===== src/hdl/usgs_pkg.sv =====
package usgs_pkg;

    localparam int unsigned DIR_BITS  = 16;
    localparam int unsigned ROOT_BITS = 31;
    localparam int unsigned NS_BITS   = 15;
    localparam int unsigned DIV_W     = 32;
    localparam int unsigned REM_S_W   = 34;
    localparam int unsigned RAD_W     = 62;

    localparam logic [1:0] ST_OK      = 2'd0;
    localparam logic [1:0] ST_MAGZERO = 2'd1;
    localparam logic [1:0] ST_LENZERO = 2'd2;

    localparam logic REG_STEP = 1'b0;
    localparam logic REG_MAG  = 1'b1;

    typedef struct packed {
        logic [2:0][15:0] spin;
        logic [2:0]       gneg;
        logic [2:0]       ovf;
        logic             last;
        logic             mzero;
    } t_side_a;

    typedef struct packed {
        logic [2:0][15:0] dir;
        logic [2:0][30:0] wabs;
        logic [2:0]       wneg;
        logic             last;
        logic             mzero;
    } t_side_c;

    typedef struct packed {
        logic [2:0][15:0] dir;
        logic [2:0]       wneg;
        logic             last;
        logic             mzero;
        logic             lzero;
        logic [31:0]      len;
    } t_side_d;

endpackage


===== src/hdl/usgs_sqrt_cell.sv =====
module usgs_sqrt_cell (
    input  logic                                 i_clk,
    input  logic                                 i_en,
    input  logic [usgs_pkg::REM_S_W-1:0]         i_rem,
    input  logic [usgs_pkg::RAD_W-1:0]           i_rad,
    input  logic [usgs_pkg::ROOT_BITS-1:0]       i_root,
    output logic [usgs_pkg::REM_S_W-1:0]         o_rem,
    output logic [usgs_pkg::RAD_W-1:0]           o_rad,
    output logic [usgs_pkg::ROOT_BITS-1:0]       o_root
);

    logic [usgs_pkg::REM_S_W+1:0] t;
    logic [usgs_pkg::REM_S_W+1:0] trial;
    logic                         ge;

    assign t     = {i_rem, i_rad[usgs_pkg::RAD_W-1 -: 2]};
    assign trial = {3'b000, i_root, 2'b01};
    assign ge    = (t >= trial);

    always_ff @(posedge i_clk) begin
        if (i_en) begin
            o_rem  <= ge ? usgs_pkg::REM_S_W'(t - trial) : usgs_pkg::REM_S_W'(t);
            o_root <= {i_root[usgs_pkg::ROOT_BITS-2:0], ge};
            o_rad  <= {i_rad[usgs_pkg::RAD_W-3:0], 2'b00};
        end
    end

endmodule


===== config.mk =====
export PLATFORM = sky130hd
export DESIGN_NAME = usgs_sqrt_cell
export DESIGN_NICKNAME = d
export VERILOG_FILES = /design/src/hdl/usgs_pkg.sv /design/src/hdl/usgs_sqrt_cell.sv
export SDC_FILE = /design/constraint.sdc
export NUM_CORES = 1
export LEC_CHECK = 0
export ABC_AREA = 1
export BUFFER_PORTS_ARGS = -buffer_cell sky130_fd_sc_hd__clkbuf_2
export CAP_MARGIN = 0
export CORE_MARGIN = 10
export CORE_UTILIZATION = 50
export DETAILED_ROUTE_END_ITERATION = 10
export PLACE_DENSITY_LB_ADDON = 0.2
export SLEW_MARGIN = 20
export SYNTH_ARGS = -nofsm -noshare
export SYNTH_HDL_FRONTEND = slang
export SYNTH_SLANG_ARGS = --single-unit

===== constraint.sdc =====
create_clock -name i_clk -period 2.4 [get_ports i_clk]
set_clock_uncertainty 0.1 [all_clocks]
set_input_delay 0.48 -clock i_clk [delete_from_list [all_inputs] [get_ports i_clk]]
set_output_delay 0.48 -clock i_clk [all_outputs]
set_load 0.02 [all_outputs]

==> results.toml <==
[place]
routabilityCongestion = 0.923
dp.cells = 1310
post-dp-hpwl_mm = 17.8
port_buffers = 253
place_area_um2 = 9120

[critical_path]
setup.worst_path.class = "input pin to register"
endpoint_kind = "register"
worstPathArrival_ps = 2180
path_common_cell = "nand2_1"
cp_cell_sequence = "clkbuf_2 > inv_1 > ha_1 > nand2_2 > inv_1 > nand2_1 > nand2_1 > nand2_1 > nand2_2 > a21oi_4 > nand4_4 > buf_4 > nand2_1 > nand2_1"
path_delay_family = "simple AND/OR/NAND/NOR gates"
cpPeakStageDelay_ps = 340
critPathRequiredTime_ps = 2480
critPathSlowestCell = "ha_1"
startpoint_type = "input pin"
critPathMaxFanout = 10
crit_buf_inv = 4

[yosys]
post_synth.cell_area_avg_um2 = 8.78
yosysWarnings = 0
synth_top_area_share_pct = 53.6
ys_async_sr_fraction_pct = 0
netlist_instances = 797
seq_area_frac_synth_pct = 53.6
synthTopCellsByArea = "edfxtp_1 (54%), nand2_1 (17%), inv_1 (7.3%)"
synth_edf_count = 125
yosysUniqueCellTypes = 33
synthTopCellsByCount = "nand2_1 (317), inv_1 (136), edfxtp_1 (125)"
yosysMostFrequentCell = "nand2_1"
ys_ff_latch = 125
ys.flop_type = "edfxtp_1"
synth_largest_area_cell = "edfxtp_1"
syn_area_um2 = 7000

[cts]
cts_resized = 0
cts_buffer_depth = 2
cts_htree_levels = 4
tritoncts.num_buffers = 17
cts_sinks = 125
cts_hold_buffers = 0
clk_pin_slew_ps = 60
root_buffer = "clkbuf_16"
post_cts_buffers = 0
cts_tree = "yes"

[sta]
fmax_mhz = 476
finalCritPeriodShare_pct = 87.5
slew_headroom_pct = 64.6
setup-tns-final_ps = 0
worst_pin_slew_ps = 531
setup-violations-final = 0
holdWs_ps = 133
hold_viol = 0
drv_slew = 0
grt_setup_unrepaired = "false"
period_needed_ps = 2100

[route]
firstDrtPassIters = 5
ant_nets = 0
drt-total-wl_mm = 21.4
wl_met3_mm = 1.37
drt_iter0_drc = 305
wl_per_cell_um = 15.9
via_per_inst = 4.72
dr_wl_met2_mm = 10.8
met1_length_mm = 8.90
topRoutingLayerUsed = "met4"
dr_total_vias = 6333
remaining_drc_errors = 0

[floorplanning]
die_area_um2 = 19100
num_io_pins = 256
start_util_pct = 50.8
core_um2 = 13800
row_count = 43
die_y_um = 138
die_w_um = 138

[global_route]
grt_pass1_wl_mm = 33.7
antenna_found_initial = 0
gr-total-overflow = 0
grt_max_degree = 86
grt_usage_pct = 22.1
grt_pass1_vias = 6473

[final_layout]
antenna_cells = 0
stdcell_area_um2 = 9710
final_net_count = 1311
final_cells = 1341
drive_above_1_share_pct = 34.5
area_delta_synth_final_pct = 38.8
fill_cells = 1164

[power_and_ir_drop]
peakVddDrop_mv = 0.402
powerDensity_nw_per_um2 = 715
finalPower_mw = 6.94
p_leak_nw = 5.18

[job]
cap_viol_max_count = 0

[outcome]
status = "finished, final reports clean"

[min_path]
holdCritPathClass = "input pin to register"
## flip-flops by register name, indices dropped and copies added (netlist names)
name and flops:
o_rem 34, o_root 31, o_rad 60
## final timing paths
path	from	end	slack, ps	cells after the start
max	i_root[21]	o_rem[3]	300	14
min	i_rad[21]	o_rad[23]	130	1
## power by group
group | switching [mW] | internal [mW]
logic | 0.998 | 0.630
clock network | 0.961 | 1.62
registers | 0.0588 | 2.67
## stage by stage
stage	worst slack [ps]	utilization [%]
2_1_floorplan	229	-
3_3_place_gp	-82.8	66.2
3_5_place_dp	-128	66.2
4_1_cts	307	70.5
5_1_grt	149	70.5
6_report	300	70.5
## cell usage in the layout (no fill, tap or decap), types with 7 or more instances in the layout
cell type	count
inv_1	136
nand4_1	7
buf_4	84
clkbuf_16	17
clkbuf_2	252
xor2_1	14
ha_1	33
nand2_2	7
nand3_1	25
nand3b_1	8
a21oi_1	19
edfxtp_1	125
nand3_2	7
nor2_1	52
nand2_1	317
## metal layers
layer  vias to the layer above  track usage, %
met3                        24            5.41
li1                       3231               -
met2                       219            38.3
met4                         0            6.33
met1                      2859            26.5
met5                         -               0
## cell type report
cell class | count | area [um^2] | share of cell area, %
multi-input combinational | 522 | 2630 | 27.1
clock inverter | 14 | 169 | 1.74
tap | 180 | 225 | 2.32
sequential | 125 | 3750 | 38.7
timing repair buffer | 340 | 1970 | 20.3
clock buffer | 17 | 425 | 4.38
inverter | 143 | 537 | 5.53
## cells by family (layout without fill, tap and decap cells)
kind of cell / Yosys count / in the layout / synth area share (%)
AO/OA/AOI/OAI: 34 / 34 / 2.99
flip-flops: 125 / 125 / 53.6
adder cells (fa/ha/maj): 33 / 33 / 5.90
XOR/XNOR: 16 / 16 / 2.00
AND/OR/NAND/NOR: 437 / 437 / 26.6
other: 1 / 2 / 0.0536
buffers and inverters: 151 / 514 / 8.85
Power figures use the tool's default switching activity.
