==> config.mk <==
export PLATFORM = sky130hd
export DESIGN_NAME = usgs_div_cell
export DESIGN_NICKNAME = d
export VERILOG_FILES = /design/src/hdl/usgs_div_cell.sv
export SDC_FILE = /design/constraint.sdc
export NUM_CORES = 1
export LEC_CHECK = 0
export BUFFER_PORTS_ARGS = -buffer_cell sky130_fd_sc_hd__buf_2
export CORE_ASPECT_RATIO = 0.75
export CORE_MARGIN = 2
export CORE_UTILIZATION = 25
export DETAILED_ROUTE_END_ITERATION = 8
export SLEW_MARGIN = 20
export SYNTH_ARGS = -nofsm -noshare
export SYNTH_HDL_FRONTEND = slang
export SYNTH_SLANG_ARGS = --single-unit
==> constraint.sdc <==
create_clock -name i_clk -period 3.2 [get_ports i_clk]
set_input_delay 0.64 -clock i_clk [delete_from_list [all_inputs] [get_ports i_clk]]
set_output_delay 0.64 -clock i_clk [all_outputs]
set_load 0.01 [all_outputs]
==> src/hdl/usgs_div_cell.sv <==
module usgs_div_cell #(
    parameter int unsigned W_D = 32,
    parameter int unsigned W_Q = 16
) (
    input  logic           i_clk,
    input  logic           i_en,
    input  logic [W_D-1:0] i_rem,
    input  logic [W_Q-1:0] i_num,
    input  logic [W_Q-1:0] i_quo,
    input  logic [W_D-1:0] i_div,
    output logic [W_D-1:0] o_rem,
    output logic [W_Q-1:0] o_num,
    output logic [W_Q-1:0] o_quo
);

    logic [W_D:0] t;
    logic [W_D:0] d;
    logic         ge;

    assign t  = {i_rem, i_num[W_Q-1]};
    assign d  = {1'b0, i_div};
    assign ge = (t >= d);

    always_ff @(posedge i_clk) begin
        if (i_en) begin
            o_rem <= ge ? W_D'(t - d) : W_D'(t);
            o_quo <= {i_quo[W_Q-2:0], ge};
            o_num <= {i_num[W_Q-2:0], 1'b0};
        end
    end

endmodule

==> flow_metrics.py, run 1 <==
metrics = {
    "outcome": {
        "status": "finished clean",
    },
    "global_routing": {
        "met2_usage_pct": 20.4,
        "grt_use_total_pct": 13.8,
        "antenna_found_initial": 1,
        "grt_busiest_layer": "met2",
        "grt_max_degree": 45,
        "grt_pass1_wl_um": 19000,
        "grtUsageMet3_pct": 5.01,
        "grt_overflow": 0,
        "grt_pass1_vias": 3770,
        "grt_use_met1_pct": 18.7,
    },
    "worst_setup_path": {
        "crit_path_top_delay_cell": "o31ai_1",
        "cp.required_ns": 3.29,
        "path_max_fanout": 6,
        "cp_top_family": "compound AO/OA/AOI/OAI gates",
        "start_kind": "primary input",
        "crit_top_cell": "a21oi_2",
        "cp_num_buf_inv": 2,
        "cp-end-kind": "flop",
        "critPathKind": "primary input to flop",
        "arrival_ns": 3.13,
        "cp_slowest_stage_delay_ns": 0.47,
        "worstPathCellList": "buf_2 > inv_1 > ha_1 > fa_1 > nor2b_1 > o2111ai_1 > a21oi_2 > o31ai_1 > a21oi_2 > a211oi_1 > xnor2_1 > mux2_4",
    },
    "layout": {
        "layout_common_cells": "buf_2 (159), buf_4 (67), edfxtp_1 (63), a21oi_1 (53), inv_1 (46)",
        "n_fill_cell": 1676,
        "area_growth_pct": 44.2,
        "utilization_pct": 36.6,
        "layout.cells.non_filler": 868,
        "drive_above_1_share_pct": 40.1,
        "n_antenna_cell": 0,
        "nets": 779,
        "final_common_cell": "buf_2",
    },
    "clock_tree": {
        "cts-root-buf": "clkbuf_16",
        "cts_made_buffers": 9,
        "cts_max_path_buffers": 2,
        "cts_tree": "built",
        "clkTransAtPathRegs_ns": 0.06,
        "cts.sinks": 63,
        "holdBufCountCts": 0,
        "h-tree-depth": 3,
    },
    "yosys": {
        "async_flop_share_pct": 0,
        "yosys_most_used_dff": "edfxtp_1",
        "synthDistinctLibCells": 50,
        "synth_area_um2": 4230,
        "synth_cells": 424,
        "synth_nets": 555,
        "yosys_register_bits": 63,
        "avgSynthCellArea_um2": 9.98,
        "synth-edff-count": 63,
        "ys_warn_count": 0,
        "yosysSeqAreaShare_pct": 44.7,
    },
    "sta": {
        "setup_viol": 0,
        "worst_pin_slew_ns": 0.535,
        "hold_violations": 0,
        "max_freq_mhz": 328,
        "maxSlewHeadroom_pct": 64.3,
        "final.setup.tns_ns": 0,
        "min_period_ns": 3.05,
        "post-route-period-util_pct": 95.2,
        "grt_setup_unrepaired": "false",
        "drv_slew": 0,
    },
    "job": {
        "cap_violations": 0,
    },
    "floorplan": {
        "die_w_um": 154,
        "die_area_um2": 18000,
        "start_util_pct": 25.4,
        "io_pins": 162,
        "fp.dieH_um": 117,
        "core_region_area_um2": 16700,
        "fp-row-count": 41,
    },
    "power_and_ir_drop": {
        "p_per_area_nw_per_um2": 494,
        "total_power_uw": 3020,
        "vdd.ir_drop.worst_mv": 0.223,
        "power.leakage_uw": 0.00288,
    },
    "placed_design": {
        "io_buffers": 159,
        "hpwl_um": 9710,
        "dp_cells": 852,
        "place.gp.congestion": 0.799,
    },
    "routing": {
        "firstDrtPassIters": 5,
        "routed_via_density": 4.49,
        "antenna_left": 0,
        "via_count": 3895,
        "wl_per_cell_um": 14.0,
        "wl_um": 12100,
        "drcViolationCount": 0,
        "drt_iter0_drc": 188,
    },
    "min_path": {
        "hold_depth": 1,
        "hp-start": "i_num[7]",
        "hp-class": "primary input to flop",
        "hold_end": "o_num[8]",
    },
}
==> through the flow <==
| step | setup WS, ns | hold WS [ns] | area [um2] |
|---|---|---|---|
| detailed placement | -0.207 | 0.818 | 5780 |
| global placement | -0.183 | 0.816 | 5780 |
| floorplan | 0.208 | 0.739 | 4230 |
| finish | 0.155 | 0.476 | 6100 |
| global route | 0.00835 | 0.457 | 6100 |
| CTS | 0.145 | 0.462 | 6090 |
==> how the worst max path moves through the flow <==
stage               from   endpoint  depth (start not counted)
2_1_floorplan  i_div[23]  o_rem[14]                         11
3_3_place_gp   i_rem[11]  o_rem[14]                         11
3_5_place_dp   i_num[15]  o_rem[30]                         12
4_1_cts        i_num[15]  o_rem[30]                         12
5_1_grt        i_num[15]  o_rem[30]                         12
6_report       i_num[15]  o_rem[30]                         12
==> area by class of cell <==
class | instances | area [um2] | share of cell area [%]
Sequential cell | 63 | 1890 | 31.0
Clock inverter | 6 | 85.1 | 1.39
Clock buffer | 10 | 229 | 3.75
Multi-Input combinational cell | 297 | 2050 | 33.7
Tap cell | 215 | 269 | 4.41
Timing Repair Buffer | 231 | 1400 | 22.9
Inverter | 46 | 173 | 2.83
==> power by group <==
group | internal (uW) | switching, uW
combinational | 440 | 455
clock | 679 | 379
sequential | 1040 | 22.8
total | 2160 | 856
==> synth_stat cells (all sizes together), types with 2 or more instances <==
cell     instances  share of area, %
and3             2              0.30
o21bai           5              0.89
a21oi           55               6.6
nand2b           7               1.0
o21ai           21               2.5
nand4b           2              0.41
o31ai            7               1.2
nand3            8              0.95
nand4            8               1.2
a31o             2              0.41
nand2           24               2.1
ha              32               9.5
nor2b            2              0.30
nor2            37               3.3
or2              2              0.30
nor4b            2              0.41
mux2i            2              0.47
xnor2           16               3.3
or3              2              0.30
clkbuf           6              0.53
inv             46               4.1
buf             12               2.3
o21a             6               1.1
a31oi            2              0.30
xor2            10               2.1
nor3             3              0.35
and2             3              0.44
edfxtp          63                45
a21o             8               1.4
mux2             8               2.8
o211ai           2              0.35
a2111oi          4              0.86
a211oi           3              0.53
==> flip-flops by register name, indices dropped and copies added (netlist names) <==
register  flops
o_quo        16
o_num        15
o_rem        32
==> repair_timing <==
item,4_1_cts,5_1_grt
endpoints found under the setup margin,0,16
buffers inserted,0,0
resized for setup,0,2
endpoints found under the hold margin,0,0
==> logic make-up (layout without fill, tap and decap cells) <==
group | after synthesis | in the layout | share of synthesized area [%]
and+or+nand+nor | 107 | 107 | 12.4
muxes | 10 | 10 | 3.31
other | 1 | 1 | 0.0886
xor gates and xnor gates | 26 | 26 | 5.38
AOI/OAI and AO/OA | 120 | 120 | 17.3
DFF | 63 | 63 | 44.7
buffers and inverters | 64 | 293 | 6.89
adders and majority gates | 33 | 33 | 9.94
==> routing by layer <==
layer  vias to the layer above  part of all wire (%)  routed length (um)
met5                         -                  0.11                  13
met4                         2                   1.6                 193
met3                        21                   8.9                1080
met2                       163                    40                4890
met1                      1738                    49                5960
li1                       1971                     -                   -
Power figures use the tool's default switching activity.
==> run 2: changes to the inputs <==
--- a/config.mk
+++ b/config.mk
@@ -6,7 +6,7 @@
 export NUM_CORES = 1
 export LEC_CHECK = 0
 export BUFFER_PORTS_ARGS = -buffer_cell sky130_fd_sc_hd__buf_2
-export CORE_ASPECT_RATIO = 0.75
+export CORE_ASPECT_RATIO = 1.1
 export CORE_MARGIN = 2
 export CORE_UTILIZATION = 25
 export DETAILED_ROUTE_END_ITERATION = 8
==> run 2 against run 1 <==
Net effect: sequential cell count is the same; global-route usage shrank 0.26 points; sequential power is essentially flat.
==> flow_metrics.py, run 2 (same netlist as run 1, synthesis figures left out) <==
metrics = {
    "clock_tree": {
        "cts_tree": "built",
        "cts_max_path_buffers": 2,
        "h-tree-depth": 3,
        "post_cts_buffers": 0,
        "cts.sinks": 63,
        "cts-root-buf": "clkbuf_16",
        "cts_made_buffers": 9,
        "clkTransAtPathRegs_ns": 0.06,
    },
    "routing": {
        "drcViolationCount": 0,
        "antenna_left": 0,
        "firstDrtPassIters": 4,
        "wl_um": 12100,
        "via_count": 3797,
        "routed_via_density": 4.43,
        "drt_iter0_drc": 171,
        "wl_per_cell_um": 14.1,
    },
    "layout": {
        "largest_register_ffs": 32,
        "top_regs": "o_rem (32), o_quo (16), o_num (15)",
        "stdcell_area_um2": 6050,
        "layout_common_cells": "buf_2 (159), buf_4 (70), edfxtp_1 (63), a21oi_1 (53), inv_1 (46)",
        "nets": 780,
        "area_growth_pct": 43.0,
        "n_antenna_cell": 0,
        "top_register": "o_rem",
        "final_common_cell": "buf_2",
        "drive_above_1_share_pct": 40.1,
    },
    "worst_setup_path": {
        "start_kind": "primary input",
        "arrival_ns": 3.05,
        "cp-end-kind": "flop",
        "cp.required_ns": 3.29,
        "critPathKind": "primary input to flop",
        "path_max_fanout": 6,
    },
    "power_and_ir_drop": {
        "vdd.ir_drop.worst_mv": 0.242,
        "p_sw_uw": 845,
        "share_seq_of_total_power_pct": 36.4,
        "switching_share_pct": 29.0,
        "share_comb_of_total_power_pct": 30.1,
        "p_int_uw": 2070,
        "clock_power_share_pct": 33.4,
        "p_per_area_nw_per_um2": 482,
        "total_power_uw": 2910,
        "power.leakage_uw": 0.00287,
    },
    "sta": {
        "post-route-period-util_pct": 92.4,
        "worst_pin_slew_ns": 0.687,
        "setup_viol": 0,
        "hold_violations": 0,
        "whs_ns": 0.478,
        "max_freq_mhz": 338,
        "min_period_ns": 2.96,
        "grt_setup_unrepaired": "false",
        "final.setup.tns_ns": 0,
        "maxSlewHeadroom_pct": 54.2,
        "layout_setup_ws_ns": 0.243,
        "drv_slew": 0,
    },
    "global_routing": {
        "grt_busiest_layer": "met2",
        "antenna_found_initial": 0,
        "grt_max_degree": 41,
        "met2_usage_pct": 22.3,
        "grt_pass1_wl_um": 18800,
        "grt_overflow": 0,
        "grtUsageMet3_pct": 3.36,
        "grt_use_met1_pct": 17.0,
        "grt_use_total_pct": 13.5,
        "grt_pass1_vias": 3817,
    },
    "floorplan": {
        "die_area_um2": 18000,
        "start_util_pct": 25.7,
        "die_w_um": 128,
        "fp-row-count": 49,
        "fp.dieH_um": 140,
        "core_region_area_um2": 16400,
        "io_pins": 162,
    },
    "min_path": {
        "hp-class": "primary input to flop",
    },
    "placed_design": {
        "io_buffers": 159,
        "hpwl_um": 9750,
        "place_ws_ns": -0.213,
        "dpl_cell_area_um2": 5750,
        "place.gp.congestion": 0.846,
    },
    "job": {
        "cap_violations": 0,
    },
    "outcome": {
        "status": "finished clean",
    },
}
==> run 2: cell count changes in the layout (fill, tap and decap cells not counted) <==
cell	delta
clkinvlp_4	-1
a2111oi_1	-1
a21oi_4	+1
a2111oi_0	+1
a21oi_2	-1
buf_12	-2
inv_6	+1
bufinv_16	-1
clkinv_1	+1
buf_4	+3
==> run 2: path summary, 6_finish.rpt <==
path	startpoint	endpoint	slack (ns)	depth (start not counted)
worst max-delay path	i_num[15]	o_rem[24]	0.24	13
worst min-delay path	i_num[5]	o_num[6]	0.48	1
==> run 2: metal layers <==
layer | vias to the layer above | part of all wire [%]
met4 | 0 | 1.5
met2 | 105 | 47
li1 | 1978 | -
met5 | - | 0
met1 | 1703 | 46
met3 | 11 | 5.3
==> run 2: through the flow <==
stage	util [%]	instances
6_report	36.8	858
5_1_grt	36.8	858
4_1_cts	36.7	858
3_5_place_dp	35.0	842
3_3_place_gp	35.0	842
2_1_floorplan	-	424
==> run 2: critical path, stage by stage <==
cell       delay, ns
buf_2           0.08
inv_1           0.04
ha_1            0.22
fa_1            0.39
nor2b_1         0.17
o2111ai_1       0.21
a21oi_2         0.24
o31ai_1         0.11
buf_4           0.18
a21oi_4         0.21
a21oi_1         0.10
nand4b_1        0.18
mux2_4          0.26
==> run 2: repair_timing <==
action / CTS / global route
endpoints found under the setup margin: 0 / 4
hold buffers: 0 / 0
gates resized for setup: 0 / 2
endpoints found under the hold margin: 0 / 0
==> run 2: layout make-up <==
class,count,area [um2]
clock buffers,10,229
clock inverters,6,60.1
fillers,1695,10400
inverters,46,173
multi-input cells,297,2060
flip-flops and latches,63,1890
well taps,204,255
repair buffers,232,1380
==> run 2: power groups by stage <==
stage          logic [uW]  clock network (uW)  registers (uW)
6_report              878                 974            1060
3_5_place_dp          880                   0            1080
2_1_floorplan         435                   0            1140
5_1_grt               979                1040            1070
4_1_cts               887                1000            1060
3_3_place_gp          878                   0            1080
==> run 3: changes to the inputs <==
--- a/config.mk
+++ b/config.mk
@@ -10,6 +10,7 @@
 export CORE_MARGIN = 2
 export CORE_UTILIZATION = 25
 export DETAILED_ROUTE_END_ITERATION = 8
+export SETUP_SLACK_MARGIN = 0.4
 export SLEW_MARGIN = 20
 export SYNTH_ARGS = -nofsm -noshare
 export SYNTH_HDL_FRONTEND = slang
==> run 3 against run 2 <==
Net effect: clock-buffer cell count unchanged; maximum frequency increased by 6.6%; critical path depth shrank 2; via count increased by 2.6%; first-iteration DRC count is 9.9% higher; largest power group unchanged; non-clock buffer count up 4; combinational power grew 16%; setup slack improved by 0.18 ns; utilization rose by 2.8 points.
==> flow_metrics.py, run 3 (same netlist as run 1, synthesis figures left out) <==
metrics = {
    "layout": {
        "top_register": "o_rem",
        "largest_register_ffs": 32,
        "layout_common_cells": "buf_2 (158), buf_4 (69), edfxtp_1 (63), a21oi_1 (45), inv_1 (42)",
        "top_regs": "o_rem (32), o_quo (16), o_num (15)",
        "nets": 784,
        "area_growth_pct": 53.9,
        "utilization_pct": 39.6,
        "n_antenna_cell": 0,
        "drive_above_1_share_pct": 48.6,
        "final_common_cell": "buf_2",
    },
    "min_path": {
        "hp-start": "i_num[4]",
        "hp-class": "primary input to flop",
    },
    "sta": {
        "maxSlewHeadroom_pct": 58.8,
        "max_freq_mhz": 361,
        "setup_viol": 0,
        "hold_violations": 0,
        "final.setup.tns_ns": 0,
        "drv_slew": 0,
        "post-route-period-util_pct": 86.7,
        "grt_setup_unrepaired": "true",
        "min_period_ns": 2.77,
        "worst_pin_slew_ns": 0.618,
    },
    "placed_design": {
        "place.gp.congestion": 0.840,
        "hpwl_um": 9580,
        "io_buffers": 159,
    },
    "worst_setup_path": {
        "cp_num_buf_inv": 3,
        "cp.required_ns": 3.28,
        "cp_slowest_stage_delay_ns": 0.41,
        "critPathKind": "primary input to flop",
        "start_kind": "primary input",
        "path_max_fanout": 8,
        "arrival_ns": 2.85,
        "worstPathCellList": "buf_8 > inv_12 > ha_4 > a21o_1 > o21a_1 > a311oi_2 > o21ai_2 > or3b_4 > o21a_4 > clkbuf_16 > mux2_4",
        "startpoint": "i_div[23]",
        "cp_top_family": "compound AO/OA/AOI/OAI gates",
        "cp-end-kind": "flop",
        "crit_path_top_delay_cell": "or3b_4",
    },
    "global_routing": {
        "grt_overflow": 0,
        "grt_pass1_wl_um": 18400,
        "grt_pass1_vias": 3849,
        "grt_use_total_pct": 13.1,
        "antenna_found_initial": 0,
        "grt_max_degree": 43,
    },
    "floorplan": {
        "fp.dieH_um": 140,
        "die_area_um2": 18000,
        "die_w_um": 128,
        "start_util_pct": 25.7,
        "core_region_area_um2": 16400,
        "fp-row-count": 49,
        "io_pins": 162,
    },
    "job": {
        "cap_violations": 0,
    },
    "clock_tree": {
        "clkTransAtPathRegs_ns": 0.05,
        "h-tree-depth": 3,
        "cts-root-buf": "clkbuf_16",
        "cts_tree": "built",
        "cts_max_path_buffers": 2,
        "cts.sinks": 63,
        "holdBufCountCts": 0,
        "cts_made_buffers": 9,
    },
    "power_and_ir_drop": {
        "p_per_area_nw_per_um2": 464,
        "power.leakage_uw": 0.00293,
        "total_power_uw": 3020,
        "vdd.ir_drop.worst_mv": 0.239,
    },
    "routing": {
        "antenna_left": 0,
        "drcViolationCount": 0,
        "firstDrtPassIters": 6,
        "wl_um": 12500,
        "wl_per_cell_um": 14.6,
        "via_count": 3894,
        "drt_iter0_drc": 188,
        "routed_via_density": 4.52,
    },
    "outcome": {
        "status": "finished clean",
    },
}
[run 3: changes by cell type in the layout (fill, tap and decap cells not counted), sizes merged]
cell / before / now
clkbuf: 10 / 13
buf: 232 / 233
inv: 47 / 46
[run 3: per-stage QoR]
stage | cells | cell area, um2 | setup slack (ns) | hold WS, ns
2_1_floorplan | 424 | 4320 | 0.277 | 0.739
3_3_place_gp | 829 | 5730 | -0.137 | 0.817
3_5_place_dp | 829 | 5730 | -0.153 | 0.818
4_1_cts | 854 | 6130 | 0.388 | 0.466
5_1_grt | 861 | 6510 | 0.341 | 0.464
6_report | 861 | 6510 | 0.427 | 0.483
[run 3: timing repair]
item,CTS,global route
setup buffers,10,4
gates resized for setup,13,57
pin swaps,8,7
gates cloned,0,3
endpoints found under the setup margin,19,26
[run 3: final timing paths]
| path | end | cells past startpoint |
|---|---|---|
| setup / recovery | o_rem[4] | 11 |
| hold / removal | o_num[5] | 1 |
[run 3: where the power goes]
| part | internal [uW] | total [uW] | switching (uW) | leakage (uW) |
|---|---|---|---|---|
| clock | 591 | 931 | 340 | 0.000133 |
| sequential | 1040 | 1060 | 21.5 | 0.000617 |
| combinational | 513 | 1020 | 511 | 0.00218 |
[run 3: per-layer routing]
metal	vias to the layer above	wire length, um	global-route usage, %
met5	-	0	0
met4	0	218	4.28
met3	16	797	4.20
met2	121	5910	22.0
met1	1776	5610	15.8
li1	1981	-	-
[run 3: area by class of cell]
type | instances | area, um2
timing repair buffer | 236 | 1490
clock inverter | 5 | 50.0
sequential | 63 | 1890
fill | 1648 | 9920
inverter | 46 | 185
tap | 204 | 255
clock buffer | 10 | 229
multi-input combinational | 297 | 2410
